### config.mk
export PLATFORM = sky130hd
export DESIGN_NAME = gamepad_axis_deadzone_and_button_edges
export DESIGN_NICKNAME = d
export VERILOG_FILES = /design/src/gpad_pkg.sv /design/src/gpad_cfg_regs.sv /design/src/gpad_in_stage.sv /design/src/gpad_cond_stage.sv /design/src/gamepad_axis_deadzone_and_button_edges.sv
export SDC_FILE = /design/constraint.sdc
export NUM_CORES = 1
export LEC_CHECK = 0
export ABC_AREA = 1
export ABC_CLOCK_PERIOD_IN_PS = 9600
export BUFFER_PORTS_ARGS = -buffer_cell sky130_fd_sc_hd__buf_4
export CAP_MARGIN = 20
export CORE_MARGIN = 3
export CORE_UTILIZATION = 61
export DETAILED_ROUTE_END_ITERATION = 6
export PLACE_DENSITY = 0.84
export SYNTH_ARGS = -nofsm -noshare
export SYNTH_HDL_FRONTEND = slang
export SYNTH_SLANG_ARGS = --single-unit
### constraint.sdc
create_clock -name aclk -period 9.6 [get_ports aclk]
set_input_delay 1.92 -clock aclk [delete_from_list [all_inputs] [get_ports aclk]]
set_output_delay 1.92 -clock aclk [all_outputs]
set_load 0.05 [all_outputs]
### src/gpad_pkg.sv
// ----------------------------------------------------------------------------
// gpad_pkg: shared types, constants and scaling functions
// Report and result layouts, register map and the per-axis conditioning math
// used by the gamepad conditioner.
// ----------------------------------------------------------------------------
`default_nettype none

package gpad_pkg;

    // Scaling constants
    localparam int unsigned TRIG_DIV   = 1023;
    localparam int unsigned STICK_DIV  = 511;
    localparam int unsigned PCT_FULL   = 100;
    localparam int          PCT_MIN    = -100;

    // Field widths
    localparam int unsigned RAW_W      = 10;
    localparam int unsigned BTN_W      = 4;
    localparam int unsigned TRIG_PCT_W = 7;
    localparam int unsigned STICK_PCT_W = 8;
    localparam int unsigned EDGE_W     = 8;

    // Stream widths (fields packed low to high, padded to bytes)
    localparam int unsigned S_TDATA_W  = 72;
    localparam int unsigned S_TUSER_W  = 1;
    localparam int unsigned M_TDATA_W  = 56;

    // Configuration port
    localparam int unsigned CFG_ADDR_W = 3;
    localparam int unsigned CFG_DATA_W = 32;
    localparam logic [RAW_W-1:0] TRIG_DZ_RESET  = 10'd20;
    localparam logic [RAW_W-1:0] STICK_DZ_RESET = 10'd20;

    // Register indexes (address bit 2 selects the register)
    localparam logic REG_TRIG_DZ  = 1'b0;
    localparam logic REG_STICK_DZ = 1'b1;

    typedef struct packed {
        logic                    link_up;
        logic [RAW_W-1:0]        raw_left_trigger;
        logic [RAW_W-1:0]        raw_right_trigger;
        logic signed [RAW_W-1:0] raw_left_x;
        logic signed [RAW_W-1:0] raw_left_y;
        logic signed [RAW_W-1:0] raw_right_x;
        logic signed [RAW_W-1:0] raw_right_y;
        logic [BTN_W-1:0]        dpad_bits;
        logic [BTN_W-1:0]        face_bits;
    } report_t;

    typedef struct packed {
        logic [TRIG_PCT_W-1:0]         left_trigger_pct;
        logic [TRIG_PCT_W-1:0]         right_trigger_pct;
        logic signed [STICK_PCT_W-1:0] left_x_pct;
        logic signed [STICK_PCT_W-1:0] left_y_pct;
        logic signed [STICK_PCT_W-1:0] right_x_pct;
        logic signed [STICK_PCT_W-1:0] right_y_pct;
        logic [EDGE_W-1:0]             press_edges;
    } result_t;

    typedef struct packed {
        logic [RAW_W-1:0] trig_threshold;
        logic [RAW_W-1:0] stick_deadzone;
    } cfg_t;

    // Trigger: zero below deadzone, else raw*100/1023.
    // Quotient estimate is prod>>10; it is low by at most one, fix with one compare.
    function automatic logic [TRIG_PCT_W-1:0] trigger_pct(
        input logic [RAW_W-1:0] raw,
        input logic [RAW_W-1:0] dz
    );
        logic [16:0]           prod;
        logic [TRIG_PCT_W-1:0] q0;
        logic [16:0]           rem;
        logic [TRIG_PCT_W-1:0] q;
        prod = 17'(raw) * 17'(PCT_FULL);
        q0   = prod[16:10];
        rem  = prod - {q0, 10'b0} + 17'(q0);
        q    = q0 + TRIG_PCT_W'(rem >= 17'(TRIG_DIV));
        if (raw < dz) begin
            q = '0;
        end
        return q;
    endfunction

    // Stick: zero when magnitude below deadzone, else raw*100/511 toward zero,
    // clamped to +/-100. Work on magnitude and reapply the sign.
    function automatic logic signed [STICK_PCT_W-1:0] stick_pct(
        input logic signed [RAW_W-1:0] raw,
        input logic [RAW_W-1:0]        dz
    );
        logic                    neg;
        logic [RAW_W-1:0]        mag;
        logic [15:0]             prod;
        logic [TRIG_PCT_W-1:0]   q0;
        logic [15:0]             rem;
        logic [TRIG_PCT_W-1:0]   q;
        logic [STICK_PCT_W-1:0]  mag_pct;
        logic [STICK_PCT_W-1:0]  res;
        neg  = raw[RAW_W-1];
        mag  = neg ? (~raw + 1'b1) : raw;
        prod = 16'(mag) * 16'(PCT_FULL);
        q0   = prod[15:9];
        rem  = prod - {q0, 9'b0} + 16'(q0);
        q    = q0 + TRIG_PCT_W'(rem >= 16'(STICK_DIV));
        if (q > TRIG_PCT_W'(PCT_FULL)) begin
            q = TRIG_PCT_W'(PCT_FULL);
        end
        mag_pct = {1'b0, q};
        res     = neg ? (~mag_pct + 1'b1) : mag_pct;
        if (mag < dz) begin
            res = '0;
        end
        return res;
    endfunction

endpackage

`default_nettype wire

### src/gpad_cfg_regs.sv
// ----------------------------------------------------------------------------
// gpad_cfg_regs: APB configuration registers
// Holds the trigger and stick deadzones; writes land on the access cycle,
// reads return the stored value.
// ----------------------------------------------------------------------------
`default_nettype none

module gpad_cfg_regs (
    input  wire logic                              aclk,
    input  wire logic                              aresetn,
    input  wire logic                              psel,
    input  wire logic                              penable,
    input  wire logic                              pwrite,
    input  wire logic [gpad_pkg::CFG_ADDR_W-1:0]   paddr,
    input  wire logic [gpad_pkg::CFG_DATA_W-1:0]   pwdata,
    output logic      [gpad_pkg::CFG_DATA_W-1:0]   prdata,
    output logic                                   pready,
    output gpad_pkg::cfg_t                         cfg
);
    import gpad_pkg::*;

    logic [RAW_W-1:0] trig_dz_reg;
    logic [RAW_W-1:0] stick_dz_reg;
    logic             reg_idx;
    logic             wr_en;

    assign pready  = 1'b1;
    assign reg_idx = paddr[2];
    assign wr_en   = psel & penable & pwrite & pready;

    // Write the selected deadzone
    always_ff @(posedge aclk) begin
        if (!aresetn) begin
            trig_dz_reg  <= TRIG_DZ_RESET;
            stick_dz_reg <= STICK_DZ_RESET;
        end else if (wr_en) begin
            case (reg_idx)
                REG_TRIG_DZ:  trig_dz_reg  <= pwdata[RAW_W-1:0];
                REG_STICK_DZ: stick_dz_reg <= pwdata[RAW_W-1:0];
                default: ;
            endcase
        end
    end

    // Read back
    always_comb begin
        case (reg_idx)
            REG_TRIG_DZ:  prdata = CFG_DATA_W'(trig_dz_reg);
            REG_STICK_DZ: prdata = CFG_DATA_W'(stick_dz_reg);
            default:      prdata = '0;
        endcase
    end

    assign cfg.trig_threshold = trig_dz_reg;
    assign cfg.stick_deadzone = stick_dz_reg;

endmodule

`default_nettype wire

### src/gpad_in_stage.sv
// ----------------------------------------------------------------------------
// gpad_in_stage: input register
// Captures one report beat per cycle and unpacks it for the conditioning
// stage; refills in the same cycle the held beat moves on.
// ----------------------------------------------------------------------------
`default_nettype none

module gpad_in_stage (
    input  wire logic                              aclk,
    input  wire logic                              aresetn,
    input  wire logic                              s_axis_tvalid,
    output logic                                   s_axis_tready,
    input  wire logic [gpad_pkg::S_TDATA_W-1:0]    s_axis_tdata,
    input  wire logic [gpad_pkg::S_TUSER_W-1:0]    s_axis_tuser,
    output logic                                   rpt_valid,
    input  wire logic                              rpt_ready,
    output gpad_pkg::report_t                      rpt
);
    import gpad_pkg::*;

    logic    valid_reg;
    report_t rpt_reg;
    report_t rpt_next;

    assign s_axis_tready = !valid_reg || rpt_ready;

    // Unpack the beat
    always_comb begin
        rpt_next.link_up           = s_axis_tuser[0];
        rpt_next.raw_left_trigger  = s_axis_tdata[9:0];
        rpt_next.raw_right_trigger = s_axis_tdata[19:10];
        rpt_next.raw_left_x        = s_axis_tdata[29:20];
        rpt_next.raw_left_y        = s_axis_tdata[39:30];
        rpt_next.raw_right_x       = s_axis_tdata[49:40];
        rpt_next.raw_right_y       = s_axis_tdata[59:50];
        rpt_next.dpad_bits         = s_axis_tdata[63:60];
        rpt_next.face_bits         = s_axis_tdata[67:64];
    end

    // Hold valid until the next stage takes the beat
    always_ff @(posedge aclk) begin
        if (!aresetn) begin
            valid_reg <= 1'b0;
        end else if (s_axis_tready) begin
            valid_reg <= s_axis_tvalid;
        end
    end

    // Load payload on accept
    always_ff @(posedge aclk) begin
        if (s_axis_tvalid && s_axis_tready) begin
            rpt_reg <= rpt_next;
        end
    end

    assign rpt_valid = valid_reg;
    assign rpt       = rpt_reg;

endmodule

`default_nettype wire

### src/gpad_cond_stage.sv
// ----------------------------------------------------------------------------
// gpad_cond_stage: conditioning and result register
// Applies deadzones and percent scaling, finds button press edges against
// the previous report (history cleared by a link-down report), and holds
// the result until it is taken.
`default_nettype none

module gpad_cond_stage (
    input  wire logic                  aclk,
    input  wire logic                  aresetn,
    input  wire gpad_pkg::cfg_t        cfg,
    input  wire logic                  rpt_valid,
    output logic                       rpt_ready,
    input  wire gpad_pkg::report_t     rpt,
    output logic                       res_valid,
    input  wire logic                  res_ready,
    output gpad_pkg::result_t          res
);
    import gpad_pkg::*;

    logic             valid_reg;
    result_t          res_reg;
    result_t          res_next;
    logic [BTN_W-1:0] prev_dpad_reg;
    logic [BTN_W-1:0] prev_face_reg;
    logic             take;

    assign rpt_ready = !valid_reg || res_ready;
    assign take      = rpt_valid && rpt_ready;

    // Scale axes and detect press edges; link down forces all zero
    always_comb begin
        res_next.left_trigger_pct  = trigger_pct(rpt.raw_left_trigger, cfg.trig_threshold);
        res_next.right_trigger_pct = trigger_pct(rpt.raw_right_trigger, cfg.trig_threshold);
        res_next.left_x_pct        = stick_pct(rpt.raw_left_x, cfg.stick_deadzone);
        res_next.left_y_pct        = stick_pct(rpt.raw_left_y, cfg.stick_deadzone);
        res_next.right_x_pct       = stick_pct(rpt.raw_right_x, cfg.stick_deadzone);
        res_next.right_y_pct       = stick_pct(rpt.raw_right_y, cfg.stick_deadzone);
        res_next.press_edges       = {rpt.face_bits & ~prev_face_reg,
                                      rpt.dpad_bits & ~prev_dpad_reg};
        if (!rpt.link_up) begin
            res_next = '0;
        end
    end

    // Advance button history on each consumed report; clear it on link down
    always_ff @(posedge aclk) begin
        if (!aresetn) begin
            prev_dpad_reg <= '0;
            prev_face_reg <= '0;
        end else if (take) begin
            prev_dpad_reg <= rpt.link_up ? rpt.dpad_bits : '0;
            prev_face_reg <= rpt.link_up ? rpt.face_bits : '0;
        end
    end

    // Hold result valid until the downstream takes it
    always_ff @(posedge aclk) begin
        if (!aresetn) begin
            valid_reg <= 1'b0;
        end else if (rpt_ready) begin
            valid_reg <= rpt_valid;
        end
    end

    always_ff @(posedge aclk) begin
        if (take) begin
            res_reg <= res_next;
        end
    end

    assign res_valid = valid_reg;
    assign res       = res_reg;

`ifndef SYNTHESIS
    // Link down gives an all-zero result
    assert property (@(posedge aclk) disable iff (!aresetn)
        (take && !rpt.link_up) |=> (res_reg == '0))
        else $error("link-down report did not give a zero result");

    // Link down clears the button history
    assert property (@(posedge aclk) disable iff (!aresetn)
        (take && !rpt.link_up) |=> (prev_dpad_reg == '0 && prev_face_reg == '0))
        else $error("button history not cleared on link down");

    // A d-pad edge is only reported for a button pressed in that report
    assert property (@(posedge aclk) disable iff (!aresetn)
        take |=> ((res_reg.press_edges[BTN_W-1:0] & ~$past(rpt.dpad_bits)) == '0))
        else $error("d-pad edge reported for a released button");

    // Trigger, left X and right Y percentages stay within range
    assert property (@(posedge aclk) disable iff (!aresetn)
        valid_reg |-> (res_reg.left_trigger_pct <= TRIG_PCT_W'(PCT_FULL) &&
                       res_reg.right_trigger_pct <= TRIG_PCT_W'(PCT_FULL) &&
                       res_reg.left_x_pct >= -8'sd100 && res_reg.left_x_pct <= 8'sd100 &&
                       res_reg.right_y_pct >= -8'sd100 && res_reg.right_y_pct <= 8'sd100))
        else $error("scaled value out of range");
`endif

endmodule

`default_nettype wire

### src/gamepad_axis_deadzone_and_button_edges.sv
// ----------------------------------------------------------------------------
// gamepad_axis_deadzone_and_button_edges: controller report conditioner
// An accepted input beat passes the input register, then the result register, to m_axis.
// Throughput: one report per cycle; input register and result register each
//   refill in the cycle their beat moves on, so stalls only back up the pipe.
// Reset (aresetn low, synchronous): pipeline empties, button history clears,
//   both deadzones return to 20.
// ----------------------------------------------------------------------------
`default_nettype none

module gamepad_axis_deadzone_and_button_edges (
    input  wire logic                              aclk,
    input  wire logic                              aresetn,
    // Input reports
    input  wire logic                              s_axis_tvalid,
    output logic                                   s_axis_tready,
    // tdata, low to high: raw_left_trigger[9:0], raw_right_trigger[19:10],
    // raw_left_x[29:20], raw_left_y[39:30], raw_right_x[49:40],
    // raw_right_y[59:50], dpad_bits[63:60], face_bits[67:64], zero pad
    input  wire logic [gpad_pkg::S_TDATA_W-1:0]    s_axis_tdata,
    // tuser: link_up[0]
    input  wire logic [gpad_pkg::S_TUSER_W-1:0]    s_axis_tuser,
    // Results
    output logic                                   m_axis_tvalid,
    input  wire logic                              m_axis_tready,
    // tdata, low to high: left_trigger_pct[6:0], right_trigger_pct[13:7],
    // left_x_pct[21:14], left_y_pct[29:22], right_x_pct[37:30],
    // right_y_pct[45:38], press_edges[53:46], zero pad
    output logic [gpad_pkg::M_TDATA_W-1:0]         m_axis_tdata,
    // Configuration
    input  wire logic                              psel,
    input  wire logic                              penable,
    input  wire logic                              pwrite,
    input  wire logic [gpad_pkg::CFG_ADDR_W-1:0]   paddr,
    input  wire logic [gpad_pkg::CFG_DATA_W-1:0]   pwdata,
    output logic      [gpad_pkg::CFG_DATA_W-1:0]   prdata,
    output logic                                   pready
);
    import gpad_pkg::*;

    cfg_t    cfg;
    report_t rpt;
    logic    rpt_valid;
    logic    rpt_ready;
    result_t res;

    gpad_cfg_regs u_cfg (
        .aclk    (aclk),
        .aresetn (aresetn),
        .psel    (psel),
        .penable (penable),
        .pwrite  (pwrite),
        .paddr   (paddr),
        .pwdata  (pwdata),
        .prdata  (prdata),
        .pready  (pready),
        .cfg     (cfg)
    );

    gpad_in_stage u_in (
        .aclk          (aclk),
        .aresetn       (aresetn),
        .s_axis_tvalid (s_axis_tvalid),
        .s_axis_tready (s_axis_tready),
        .s_axis_tdata  (s_axis_tdata),
        .s_axis_tuser  (s_axis_tuser),
        .rpt_valid     (rpt_valid),
        .rpt_ready     (rpt_ready),
        .rpt           (rpt)
    );

    gpad_cond_stage u_cond (
        .aclk      (aclk),
        .aresetn   (aresetn),
        .cfg       (cfg),
        .rpt_valid (rpt_valid),
        .rpt_ready (rpt_ready),
        .rpt       (rpt),
        .res_valid (m_axis_tvalid),
        .res_ready (m_axis_tready),
        .res       (res)
    );

    // Pack the result beat
    assign m_axis_tdata = {2'b00,
                           res.press_edges,
                           res.right_y_pct,
                           res.right_x_pct,
                           res.left_y_pct,
                           res.left_x_pct,
                           res.right_trigger_pct,
                           res.left_trigger_pct};

endmodule

`default_nettype wire

==> key figures <==
Setup path
  – Reg2Reg Setup Slack: 1.03 ns
  – Critical path depth in cells: 45
  – Crit path DAT: ~8.8 ns
  – Buf/Inv on CP: 6
  – Reg2reg end: u_cond.res[36]
  – Startpoint class of the critical path: flop
  – WP data required: 9.79 ns
  – Worst setup path start: u_in.rpt[47]
  – R2R cell count: 45
  – Crit path capture: u_cond.res[36]
  – R2R Path Start: u_in.rpt[47]
  – CP peak stage delay: 0.73 ns
  – Critical path type: flop to flop
  – Critical path capture point type: flop
  – CP max-delay cell: edfxtp_1
  – Delay-heaviest family, CP: simple AND/OR/NAND/NOR gates
  – Critical path's most frequent cell: nand2_1
  – Crit-path max FO: 17

Detailed routing
  – WL/cell: 14.94 um
  – DRT Wirelength: 41170 um
  – Vias/cell: 5.494
  – Pre-Repair DR Iteration Count: 6
  – Antenna-violating nets left: 0
  – Drt drc: 0
  – Via count: between 15000 and 20000
  – Iter 0 DRT Violations: ~1100

Timing
  – Final Critical Period: about 8.6 ns
  – TNS Setup: 0 ns
  – Worst hold slack: around 0.5 ns
  – Worst Skew: 0.01971 ns
  – Tcrit/Tclk final: 89.30%
  – RSZ-0062 raised after global routing: false
  – Slew Limit Fails: 0
  – Fmax: roughly 120 MHz
  – Relative slew slack: 36.68%
  – Finish-stage setup viols: 0
  – Worst Max-Slew Pin Slew: 0.9498 ns
  – Final Hold Viols: 0

Clock network
  – Post-CTS setup buffer count: 0
  – CTS buffer count: 17
  – Root buffer cell: clkbuf_16
  – H-tree level count: 4
  – Worst skew pair latency: approximately 0.45 ns
  – CTS sink cnt: approximately 150
  – Cts repair resizes: 0
  – CTS tree: done
  – Worst-path clk slew: 0.07 ns
  – CTS Hold Bufs: 0
  – CTS Buffer Depth: 2

Pwr
  – Peak supply drop: 0.2800 mV
  – Leakage power: just over 10 nW
  – Power density over the cells: 341.7 nW/um^2

Logic synthesis
  – Async set or reset register ratio after synthesis: 0%
  – Main synth FF type: edfxtp_1
  – Synth area leaders: ha_1, edfxtp_1, nand2_1, inv_1, a21oi_1
  – Commonest cells in the synthesized netlist: nand2_1, inv_1, ha_1
  – Post-synth EDFFs: 123
  – Syn Area/Cell: 7.890 um^2
  – Synth Warn #: 0
  – Flops & latches, synth: 153
  – Cell with the most instances after synthesis: nand2_1
  – Synth top area share: 24.84%
  – Post-synthesis sequential area ratio: 24.64%
  – Synth Instances: approximately 2200
  – Mapped Area: 17430 um^2
  – Yosys cell types: 58
  – Cell taking the most area after synthesis: ha_1

GRT
  – Gr usage total: a little over a quarter
  – First-pass GRT wire length: 68400 um
  – Largest net degree at the start of global routing: 70
  – Gr ovfl total: 0
  – Initial antenna violation count: 0
  – Vias in the first global route: 15040

Placement
  – DPL Wire Length: 32870 um
  – Port Buffer Count: 152
  – Placer Congestion: ~0.96
  – Placed Instances: about 2700

Layout
  – Finished Layout Cells: 2756
  – P&R area growth vs syn: 11.73%
  – Largest register FFs: 69
  – Diode count: 0
  – Final #Nets: 2856
  – Final Core Density: 69.71%
  – Layout cells sized above 1: 11.98%

Floorplanning
  – Io pins: 206
  – Initial core utilization: around 62%
  – Die width: about 180 um
  – Num rows: 61
  – Core area: approximately 28000 um^2
  – Die H: around 180 um
  – Die area: just over 30000 um^2

Run
  – MaxCap Viol Count: 0

Hold path
  – Hold Crit Class: flop to flop

Run status
  – Status: completed
[cells in the final DEF (no fill, tap or decap), types with 22 or more instances in the layout]
cell type / n
a21oi_1: 141
buf_4: 155
conb_1: 25
dfxtp_1: 30
edfxtp_1: 123
fa_1: 30
ha_1: 346
inv_1: 420
nand2_1: 427
nand2_2: 26
nand3_1: 107
nand4_1: 22
nor2_1: 112
nor3_1: 31
o21ai_0: 78
xnor2_1: 29
xor2_1: 61
[cells by family (layout without fill, tap and decap cells)]
family	after synthesis	in the layout	share of synthesized area, %
and+or+nand+nor	818	818	21.79
other	2	25	0.04309
adders and majority gates	376	376	28.28
buffers and inverters	468	614	10.67
xor gates and xnor gates	90	90	4.523
DFF	153	153	24.64
AOI/OAI and AO/OA	302	302	10.04
[power by group]
group	switching [W]	internal (W)	total, W	leakage, nW
registers	0.0000376	0.000822	0.000860	1.44
logic	0.00323	0.00188	0.00511	8.51
clock network	0.000320	0.000367	0.000687	0.275
[area by class of cell]
type,count,area [um^2]
clock buffer,17,425.4
clock inverter,15,153.9
fill,2172,8461
inverter,427,1603
multi-input combinational,1611,11360
sequential,153,4294
tap,378,473.0
timing repair buffer,155,1164
[metal layers]
layer / wire length (um) / global-route usage (%) / vias up
met5: 0 / 0 / -
met1: 17300 / 32.68 / 6987
li1: - / - / 7565
met4: 1602 / 11.04 / 0
met2: 19950 / 48.40 / 475
met3: 2316 / 4.172 / 114
[worst min-delay path by stage]
stage | depth (start not counted) | slack (ns) | to | startpoint
4_1_cts | 1 | 0.51 | u_cond.res[6] | u_cond.prev_face_reg[2]
5_1_grt | 1 | 0.52 | u_cond.res[6] | u_cond.prev_face_reg[2]
2_1_floorplan | 2 | 0.45 | u_cfg.trig_dz_reg[0] | u_cfg.trig_dz_reg[0]
6_report | 1 | 0.51 | u_cond.res[6] | u_cond.prev_face_reg[2]
3_3_place_gp | 1 | 0.48 | u_cond.res[3] | u_cond.prev_dpad_reg[3]
3_5_place_dp | 1 | 0.49 | u_cond.res[0] | u_cond.prev_dpad_reg[0]
[per-stage QoR]
| stage | area [um^2] | setup slack (ns) | power (W) |
|---|---|---|---|
| finish | 19470 | 1.027 | 0.006654 |
| detailed placement | 18890 | 1.336 | 0.005830 |
| floorplan | 17520 | 2.562 | 0.004895 |
| global placement | 18890 | 1.629 | 0.005601 |
| CTS | 19470 | 1.262 | 0.006597 |
| global route | 19470 | 0.5003 | 0.007401 |
No activity file was read; power rests on OpenSTA's default activity.
